<file path="config.mk">
export PLATFORM = sky130hd
export DESIGN_NAME = gyro_stillness_detector_core
export DESIGN_NICKNAME = d
export VERILOG_FILES = /design/src/rtl/gsd_pkg.sv /design/src/rtl/gsd_lane.sv /design/src/rtl/gsd_window.sv /design/src/rtl/gyro_stillness_detector_core.sv
export SDC_FILE = /design/constraint.sdc
export NUM_CORES = 1
export LEC_CHECK = 0
export CAP_MARGIN = 20
export CORE_MARGIN = 2
export CORE_UTILIZATION = 45
export CTS_BUF_LIST = sky130_fd_sc_hd__clkbuf_16
export CTS_CLUSTER_DIAMETER = 50
export DETAILED_ROUTE_END_ITERATION = 12
export DONT_BUFFER_PORTS = 1
export GPL_ROUTABILITY_DRIVEN = 0
export PLACE_DENSITY = 0.74
export REMOVE_ABC_BUFFERS = 1
export SETUP_SLACK_MARGIN = 0.05
export SYNTH_ARGS = -nofsm -noshare
export SYNTH_HDL_FRONTEND = slang
export SYNTH_SLANG_ARGS = --single-unit
export TNS_END_PERCENT = 10
</file>
<file path="constraint.sdc">
create_clock -name clk -period 5.26 [get_ports clk]
set_input_delay 0.263 -clock clk [delete_from_list [all_inputs] [get_ports clk]]
set_output_delay 0.263 -clock clk [all_outputs]
set_load 0.02 [all_outputs]
</file>
<file path="src/rtl/gsd_pkg.sv">
// ----------------------------------------------------------------------------
// gsd_pkg: shared types and constants of the gyro stillness detector
// Sample and result item types, configuration register map and widths.
// ----------------------------------------------------------------------------
package gsd_pkg;

	// sample width per axis, two's complement
	localparam int RATE_WIDTH = 16;

	// register widths
	localparam int THR_W = 16;
	localparam int CNT_W = 8;
	localparam int CFG_DATA_W = 16;
	localparam int CFG_IDX_W = 2;

	// width of the magnitude compare: exact difference or threshold, whichever is wider
	localparam int CMP_W = (RATE_WIDTH + 1 > THR_W) ? RATE_WIDTH + 1 : THR_W;

	// reset values of the registers
	localparam logic [THR_W-1:0] THR_RESET = THR_W'(100);
	localparam logic [CNT_W-1:0] WIN_RESET = CNT_W'(30);
	localparam logic [CNT_W-1:0] LIMIT_RESET = CNT_W'(10);
	localparam logic [CNT_W-1:0] CNT_MAX = {CNT_W{1'b1}};

	// configuration register indexes
	typedef enum logic [CFG_IDX_W-1:0] {
		CFG_CHANGE_THRESHOLD = 2'd0,
		CFG_WINDOW_LENGTH = 2'd1,
		CFG_JITTER_LIMIT = 2'd2
	} cfg_index_t;

	typedef logic signed [RATE_WIDTH-1:0] rate_t;

	typedef struct packed {
		rate_t rate_x;
		rate_t rate_y;
		rate_t rate_z;
	} sample_t;

	typedef struct packed {
		logic motion_state;
		logic decision_made;
	} result_t;

	typedef struct packed {
		logic [THR_W-1:0] change_threshold;
		logic [CNT_W-1:0] window_length;
		logic [CNT_W-1:0] jitter_limit;
	} cfg_t;

endpackage

</file>
<file path="src/rtl/gsd_lane.sv">
// ----------------------------------------------------------------------------
// gsd_lane: per-axis change detector
// Holds the previous sample of one axis and flags a change whose magnitude
// exceeds the threshold.
// ----------------------------------------------------------------------------
module gsd_lane
	import gsd_pkg::*;
(
	input  logic             clk,
	input  logic             arst_n,
	input  logic             load,
	input  rate_t            sample,
	input  logic [THR_W-1:0] threshold,
	output logic             jitter
);

	rate_t prev_q;
	logic signed [RATE_WIDTH:0] diff;
	logic [RATE_WIDTH:0] mag;
	logic [CMP_W-1:0] mag_ext;
	logic [CMP_W-1:0] thr_ext;

	// previous sample, stored on every accepted item
	always_ff @(posedge clk or negedge arst_n) begin
		if (!arst_n) begin
			prev_q <= '0;
		end else if (load) begin
			prev_q <= sample;
		end
	end

	// exact difference and its magnitude, one bit wider than the sample
	always_comb begin
		diff = $signed({sample[RATE_WIDTH-1], sample}) - $signed({prev_q[RATE_WIDTH-1], prev_q});
		mag = diff[RATE_WIDTH] ? $unsigned(-diff) : $unsigned(diff);
		mag_ext = CMP_W'(mag);
		thr_ext = CMP_W'(threshold);
	end

	assign jitter = mag_ext > thr_ext;

endmodule

</file>
<file path="src/rtl/gsd_window.sv">
// ----------------------------------------------------------------------------
// gsd_window: window counter and decision
// Merges the lane flags, counts jitter over a window and decides
// static or moving when the window is full.
// ----------------------------------------------------------------------------
module gsd_window
	import gsd_pkg::*;
(
	input  logic       clk,
	input  logic       arst_n,
	input  logic       step,
	input  logic [2:0] lane_jitter,
	input  cfg_t       cfg,
	output result_t    result
);

	logic [CNT_W-1:0] window_q;
	logic [CNT_W-1:0] jitter_q;
	logic moving_q;
	logic any_jitter;
	logic window_open;
	logic moving_next;

	// merge of the lanes
	assign any_jitter = |lane_jitter;
	assign window_open = window_q < cfg.window_length;

	// decision for the current item
	always_comb begin
		moving_next = moving_q;
		if (!window_open) begin
			moving_next = jitter_q > cfg.jitter_limit;
		end
		result.motion_state = moving_next;
		result.decision_made = !window_open;
	end

	// counters and placement flag
	always_ff @(posedge clk or negedge arst_n) begin
		if (!arst_n) begin
			window_q <= '0;
			jitter_q <= '0;
			moving_q <= 1'b0;
		end else if (step) begin
			moving_q <= moving_next;
			if (window_open) begin
				window_q <= window_q + CNT_W'(1);
				if (any_jitter && jitter_q != CNT_MAX) begin
					jitter_q <= jitter_q + CNT_W'(1);
				end
			end else begin
				window_q <= '0;
				jitter_q <= '0;
			end
		end
	end

endmodule

</file>
<file path="src/rtl/gyro_stillness_detector_core.sv">
// ----------------------------------------------------------------------------
// gyro_stillness_detector_core: three-axis stillness detector
// Output: a result item is valid in the cycle after its sample item is taken.
// Throughput: one item per cycle while out_ready is high; the window and jitter
// counters update once per accepted item, and the output register frees in the cycle it is taken.
// Reset (arst_n, asynchronous): previous samples and counters cleared, state
// static, registers back to threshold 100, window 30, limit 10.
// ----------------------------------------------------------------------------
module gyro_stillness_detector_core
	import gsd_pkg::*;
(
	input  logic                  clk,
	input  logic                  arst_n,
	input  logic                  in_valid,
	output logic                  in_ready,
	input  sample_t               in_data,
	output logic                  out_valid,
	input  logic                  out_ready,
	output result_t               out_data,
	input  logic                  cfg_we,
	input  logic [CFG_IDX_W-1:0]  cfg_index,
	input  logic [CFG_DATA_W-1:0] cfg_data
);

	cfg_t cfg_q;
	logic accept;
	logic [2:0] lane_jitter;
	result_t result;
	result_t out_data_q;
	logic out_valid_q;

	// configuration registers
	always_ff @(posedge clk or negedge arst_n) begin
		if (!arst_n) begin
			cfg_q.change_threshold <= THR_RESET;
			cfg_q.window_length <= WIN_RESET;
			cfg_q.jitter_limit <= LIMIT_RESET;
		end else if (cfg_we) begin
			unique case (cfg_index)
				CFG_CHANGE_THRESHOLD: cfg_q.change_threshold <= cfg_data[THR_W-1:0];
				CFG_WINDOW_LENGTH:    cfg_q.window_length <= cfg_data[CNT_W-1:0];
				CFG_JITTER_LIMIT:     cfg_q.jitter_limit <= cfg_data[CNT_W-1:0];
				default: ;
			endcase
		end
	end

	// take an item whenever the output slot is free or being emptied
	assign in_ready = !out_valid_q || out_ready;
	assign accept = in_valid && in_ready;

	// one lane per axis
	gsd_lane u_lane_x (
		.clk       (clk),
		.arst_n    (arst_n),
		.load      (accept),
		.sample    (in_data.rate_x),
		.threshold (cfg_q.change_threshold),
		.jitter    (lane_jitter[0])
	);

	gsd_lane u_lane_y (
		.clk       (clk),
		.arst_n    (arst_n),
		.load      (accept),
		.sample    (in_data.rate_y),
		.threshold (cfg_q.change_threshold),
		.jitter    (lane_jitter[1])
	);

	gsd_lane u_lane_z (
		.clk       (clk),
		.arst_n    (arst_n),
		.load      (accept),
		.sample    (in_data.rate_z),
		.threshold (cfg_q.change_threshold),
		.jitter    (lane_jitter[2])
	);

	// merge and decide
	gsd_window u_window (
		.clk         (clk),
		.arst_n      (arst_n),
		.step        (accept),
		.lane_jitter (lane_jitter),
		.cfg         (cfg_q),
		.result      (result)
	);

	// output register
	always_ff @(posedge clk or negedge arst_n) begin
		if (!arst_n) begin
			out_valid_q <= 1'b0;
		end else if (accept) begin
			out_valid_q <= 1'b1;
		end else if (out_ready) begin
			out_valid_q <= 1'b0;
		end
	end

	always_ff @(posedge clk) begin
		if (accept) begin
			out_data_q <= result;
		end
	end

	assign out_valid = out_valid_q;
	assign out_data = out_data_q;

endmodule

</file>
* Yosys cells after proc, flatten, opt, wreduce, memory -nomap -nowiden
Index checks and enable logic that the tools add are counted. W data, S select, Z words.
Storage, ports and cells: register bits after elaboration 100, output and inout port bits 4
Cells by class: $add $sub $neg 8, magnitude comparators 5, equality and inequality tests 4, mux-type cells 9, reduce and logical (&&, ||, !) cells 12
Operators by type and width (count):
- $gt A17 B16 Y1 | 3
- $mux W17 | 3
- $neg A17 Y17 | 3
- $sub A16 B16 Y17 | 3
- $mux W8 | 3
- $add A8 B1 Y8 const B | 2
- $gt A8 B8 Y1 | 1
- $lt A8 B8 Y1 | 1
- $ne A8 B8 Y1 const B | 1
- $reduce_and A2 Y1 | 4
- $mux W1 | 3
- $reduce_or A3 Y1 | 1
- $eq A2 B1 Y1 const B | 1
- $eq A2 B2 Y1 const B | 1
- $logic_and A1 B1 Y1 | 2
- $logic_not A1 Y1 | 2
- $logic_not A2 Y1 | 1
- $ne A2 B2 Y1 const B | 1
- $reduce_bool A2 Y1 | 1
- $logic_or A1 B1 Y1 | 1

* Logic depth before layout (Yosys ltp)
depth in word-level cells 8, mapped depth 26, gate-level depth less buffers 24

* Cells and area by module
A second synthesis with hierarchy kept.
Second synthesis, totals: cells, all modules 1085, area, all modules 9461.6 um^2
By module, submodules not included:
- gsd_lane at u_lane_x | times used 1, cells an instance 295, area each 2363.5 um^2, seq. area each 400.4 um^2
- gsd_lane at u_lane_z | times used 1, cells an instance 285, area each 2250.9 um^2, seq. area each 400.4 um^2
- gsd_lane at u_lane_y | times used 1, cells an instance 283, area each 2239.6 um^2, seq. area each 400.4 um^2
- gyro_stillness_detector_core | times used 1, cells an instance 74, area each 1321.3 um^2, seq. area each 897.1 um^2
- gsd_window | times used 1, cells an instance 148, area each 1286.2 um^2, seq. area each 425.4 um^2

* Least setup slack after synthesis
No wires, ideal clock.
path type reg-to-reg, start point register u_lane_x.prev_q[0], end point register u_window.jitter_q[2], library setup time 124 ps, data arrival time 4777 ps, path slack 359 ps, stages on the path, launching flop included 25, buffers on the path 3, cell sequence dfrtp_1 -> ha_1 -> fa_1 -> nand2b_1 -> a21o_1 -> a21o_1 -> nor3b_1 -> o211a_1 -> or2_2 -> clkbuf_1 -> clkbuf_1 -> o21ai_0 -> xnor2_1 -> ha_1 -> a21o_1 -> a21o_1 -> a211o_1 -> a21oi_1 -> a41oi_1 -> a211o_1 -> a41o_1 -> o21ai_2 -> buf_6 -> nor4_1 -> a211o_1
Between the ends: word-level cells in the longest chain between the ends 8
Ends and longest elaborated chain:
- start: declaration | RTL line gsd_lane.sv:17 | rate_t prev_q;
- start signal: assignment | RTL line gsd_lane.sv:28 | prev_q <= sample;
- $sub A16 B16 Y17 (*) | RTL line gsd_lane.sv:34 | diff = $signed({sample[RATE_WIDTH-1], sample}) - $signed({prev_q[RATE_WIDTH-1], prev_q});
- $neg A17 Y17 | RTL line gsd_lane.sv:35 | mag = diff[RATE_WIDTH] ? $unsigned(-diff) : $unsigned(diff);
- $mux W17 (*) | RTL line gsd_lane.sv:35
- $gt A17 B16 Y1 (*) | RTL line gsd_lane.sv:40 | assign jitter = mag_ext > thr_ext;
- $reduce_or A3 Y1 (*) | RTL line gsd_window.sv:25 | assign any_jitter = |lane_jitter;
- $logic_and A1 B1 Y1 (*) | RTL line gsd_window.sv:48 | if (any_jitter && jitter_q != CNT_MAX) begin
- $ne A2 B2 Y1 (no source line) (*)
- $reduce_and A2 Y1 (no source line) (*)
- end signal: assignment | RTL line gsd_window.sv:49 | jitter_q <= jitter_q + CNT_W'(1);
- end: declaration | RTL line gsd_window.sv:18 | logic [CNT_W-1:0] jitter_q;
Every way passes the cells marked *; elsewhere a longest branch is shown, timed or not. A chain may end at the register's enable or synchronous reset.

* Worst setup path after layout
start point register u_lane_x.prev_q[0], end point register u_window.jitter_q[0]
The elaborated chain is that of the path after synthesis.

==> flow_metrics.tcl <==
set metrics [dict create \
    status "complete, no violations" \
    die-area_mm2 0.02087 \
    arrival_ns 5.20 \
    synth_top_cell_area_share_pct 25.09 \
    layout_commonest_cell "sky130_fd_sc_hd__ha_1" \
    synth_area_per_cell_um2 8.495 \
    routed_wire_length_per_instance_um 14.93 \
    grt_pass1_vias 6724 \
    power_density_mw_per_mm2 406.8 \
    clock_skew_ns 0.01097 \
    core_area_mm2 0.01940 \
    effective_utilization_at_floorplan_pct 45.76 \
    tritoncts_num_sinks 100 \
    synthToLayoutAreaGrowth_pct 9.020 \
    grt_antenna_before_repair 0 \
    die_width_um 144.5 \
    gr-usage-all-layers_pct 19.55 \
    cts_buffers 9 \
    final_hold_violations 0 \
    placed_cells_incl_taps 1288 \
    timing.final.ws_setup_ns 0.3140 \
    grt_overflow_total 0 \
    yosys-top-cells-area "sky130_fd_sc_hd__dfrtp_1, sky130_fd_sc_hd__ha_1, sky130_fd_sc_hd__o21ai_0" \
    power.leakage_nw 4.422 \
    ctsRootBufferMaster "sky130_fd_sc_hd__clkbuf_16" \
    antenna_left 0 \
    hpwlAfterDp_mm 14.96 \
    synth-warning-count 0 \
    hold-worst-slack_ns 0.01027 \
    post-route-util_pct 49.89 \
    via_cell_ratio 5.492 \
    max_transition_margin_pct 61.94 \
    grt_max_degree 99 \
    row_count 51 \
    die_h_um 144.5 \
    port_buffers 0 \
    grt_setup_unrepaired "yes" \
    dominantRegCellSynth "sky130_fd_sc_hd__dfrtp_1" \
    worstSetupStartpointType "flip-flop" \
    worst_hold_path.endpoint "u_lane_x.prev_q[8]$_DFFE_PN0P_" \
    count_of_maximum_capacitance_violations 0 \
    tritoncts "yes" \
    wl_met3_um 888 \
    async_flop_share_pct 98.00 \
    finalCritPeriodShare_pct 94.03 \
    timing_max_transition_violations_final 0 \
    biggest_fanout_along_the_worst_timing_path 16 \
    detailedRoute.firstIterationViolations 372 \
    layout_min_cycle_time_ns 4.946 \
    worst-r2r-setup-slack_ns 0.31 \
    instance_count_along_the_most_critical_hold_path 2 \
    ys_seq_elements 100 \
    layoutNonFillerInstCount 1318 \
    yosysSeqAreaShare_pct 28.43 \
    required_ns 5.51 \
    io_pins 75 \
    crit_reg_reg_endpoint "u_window.jitter_q[0]$_DFFE_PN0P_" \
    n_diodes 0 \
    layout_common_cells "sky130_fd_sc_hd__ha_1, sky130_fd_sc_hd__nand2_1, sky130_fd_sc_hd__o21ai_0, sky130_fd_sc_hd__inv_1, sky130_fd_sc_hd__dfrtp_1" \
    htree_num_levels 3 \
    setup.worst_path.class "reg2reg" \
    synth_cell_types 77 \
    insertion_delay_to_the_later_sink_of_the_worst_skew_pair_ns 0.36 \
    detail_route.first_pass.iterations 6 \
    top_layer_used "met4" \
    holdCritStartpoint "in_data[40]" \
    drt-total-wl_mm 19.68 \
    remaining_design_rule_violation_count 0 \
    cts.path.max_buffers 2 \
    worst_hold_path_type "in2reg" \
    worst_slew_pin_slew_ns 0.5709 \
    detail_route.wirelength.met1_mm 9.314 \
    dp_worst_setup_slack_ns 0.1113 \
    synthCells 1045 \
    layout.nets 1238 \
    grt_pass1_wl_mm 32.75 \
    number_of_enable_type_register_cells_in_the_synthesized_netlist 2 \
    mappedNetlistArea_mm2 0.008877 \
    worst_reg_to_reg_cells 22 \
    rr_startpoint "u_lane_x.prev_q[0]$_DFFE_PN0P_" \
    vias 7238 \
    achievable-frequency_mhz 202.2 \
    cp-end-kind "flip-flop" \
    max-vdd-ir-drop_mv 0.2139 \
    clock_pin_slew_on_the_worst_setup_and_hold_paths_ns 0.08 \
    route.met2.wl_mm 9.078 \
    final-setup-viol-count 0 \
    netlist.top_cell.by_area "sky130_fd_sc_hd__dfrtp_1" \
    timing.setup.tns_ns 0 \
    final_layout_size_suffix_gt1_share_pct 9.592 \
]
==> worst max-delay path: stages (launching register included) <==
cell,delay [ns]
sky130_fd_sc_hd__dfrtp_1,0.39
sky130_fd_sc_hd__ha_1,0.21
sky130_fd_sc_hd__fa_1,0.39
sky130_fd_sc_hd__nand2b_1,0.17
sky130_fd_sc_hd__a21o_1,0.21
sky130_fd_sc_hd__a21o_1,0.20
sky130_fd_sc_hd__nor3b_1,0.14
sky130_fd_sc_hd__o211a_1,0.25
sky130_fd_sc_hd__or2_4,0.33
sky130_fd_sc_hd__o21ai_1,0.13
sky130_fd_sc_hd__xnor2_1,0.12
sky130_fd_sc_hd__ha_1,0.34
sky130_fd_sc_hd__a21o_1,0.17
sky130_fd_sc_hd__a21o_1,0.19
sky130_fd_sc_hd__a21oi_1,0.14
sky130_fd_sc_hd__o21ai_0,0.09
sky130_fd_sc_hd__a21oi_1,0.18
sky130_fd_sc_hd__a41oi_2,0.06
sky130_fd_sc_hd__a211o_1,0.28
sky130_fd_sc_hd__a41o_1,0.26
sky130_fd_sc_hd__o21ai_4,0.23
sky130_fd_sc_hd__nor2_1,0.09
sky130_fd_sc_hd__mux2_2,0.26
==> cell type report <==
cell class	count	area [µm²]
tap	265	331.6
timing repair buffer	21	190.2
multi-input combinational	818	5951
inverter	98	367.9
clock buffer	9	225.2
clock inverter	7	88.84
sequential	100	2524
fill	1823	9721
==> registers in the layout, indices dropped and copies added (netlist names) <==
register,flops
cfg_q,32
u_lane_x.prev_q,16
u_lane_y.prev_q,16
u_lane_z.prev_q,16
u_window.jitter_q,8
u_window.window_q,8
out_data,2
out_valid,1
u_window.moving_q,1
==> cell families after synthesis <==
kind of cell | Yosys count | synth area share, %
xor gates and xnor gates | 87 | 8.964
DFF | 100 | 28.43
and+or+nand+nor | 314 | 17.25
adders and majority gates | 119 | 17.03
AOI/OAI and AO/OA | 274 | 19.83
buffers and inverters | 127 | 5.483
muxes | 24 | 3.016
==> worst max-delay path by stage <==
stage                                        start                                to  slack [ns]  cells after the start
floorplan           u_lane_z.prev_q[0]$_DFFE_PN0P_  u_window.jitter_q[0]$_DFFE_PN0P_        0.32                     23
global placement    u_lane_x.prev_q[0]$_DFFE_PN0P_  u_window.jitter_q[0]$_DFFE_PN0P_        0.21                     22
detailed placement  u_lane_x.prev_q[0]$_DFFE_PN0P_  u_window.jitter_q[0]$_DFFE_PN0P_        0.11                     21
CTS                 u_lane_x.prev_q[0]$_DFFE_PN0P_  u_window.jitter_q[0]$_DFFE_PN0P_        0.09                     21
global route        u_lane_x.prev_q[0]$_DFFE_PN0P_  u_window.jitter_q[0]$_DFFE_PN0P_       0.009                     22
finish              u_lane_x.prev_q[0]$_DFFE_PN0P_  u_window.jitter_q[0]$_DFFE_PN0P_        0.31                     22
==> synth_stat cells, types with 4 or more instances <==
master and count:
sky130_fd_sc_hd__ha_1 116, sky130_fd_sc_hd__nand2_1 107, sky130_fd_sc_hd__o21ai_0 105, sky130_fd_sc_hd__inv_1 97
sky130_fd_sc_hd__dfrtp_1 89, sky130_fd_sc_hd__nor2_1 64, sky130_fd_sc_hd__xnor2_1 50, sky130_fd_sc_hd__a21oi_1 46
sky130_fd_sc_hd__xor2_1 34, sky130_fd_sc_hd__a21o_1 33, sky130_fd_sc_hd__nand3_1 27, sky130_fd_sc_hd__clkbuf_1 26
sky130_fd_sc_hd__nand4_1 23, sky130_fd_sc_hd__mux2_2 22, sky130_fd_sc_hd__nand2b_1 17, sky130_fd_sc_hd__nor2b_1 15
sky130_fd_sc_hd__a31oi_1 11, sky130_fd_sc_hd__o211ai_1 11, sky130_fd_sc_hd__nor3_1 10, sky130_fd_sc_hd__nor4_1 10
sky130_fd_sc_hd__dfstp_2 9, sky130_fd_sc_hd__a211o_1 7, sky130_fd_sc_hd__and3_1 6, sky130_fd_sc_hd__o21a_1 6
sky130_fd_sc_hd__and2_1 5, sky130_fd_sc_hd__or2_2 5, sky130_fd_sc_hd__or3_1 5, sky130_fd_sc_hd__or4_1 5
sky130_fd_sc_hd__a211oi_1 4, sky130_fd_sc_hd__nor3b_1 4, sky130_fd_sc_hd__o2111ai_1 4, sky130_fd_sc_hd__o21ai_1 4
==> power breakdown <==
group | internal (mW) | switching, mW
sequential | 0.921 | 0.101
clock | 0.343 | 0.356
combinational | 1.00 | 1.21
total | 2.27 | 1.67
==> metal layers <==
layer  GRT usage, %  up-vias
met1          25.99     3357
met3          3.874       33
met4          6.081        0
met2          32.13      151
li1               -     3697
met5              0        -
==> what timing repair did <==
action | in CTS | in global routing
resized for setup | 0 | 19
endpoints found under the hold margin | 102 | 0
buffers inserted | 0 | 8
hold buffers | 6 | 0
endpoints found under the setup margin | 0 | 8
==> metrics by stage <==
stage	power [mW]	cell area, µm²
finish	3.937	9678
floorplan	2.683	8758
CTS	3.852	9539
global placement	3.033	9148
global route	4.303	9678
detailed placement	3.105	9148
Note: power is estimated with default switching activity, not from simulation.
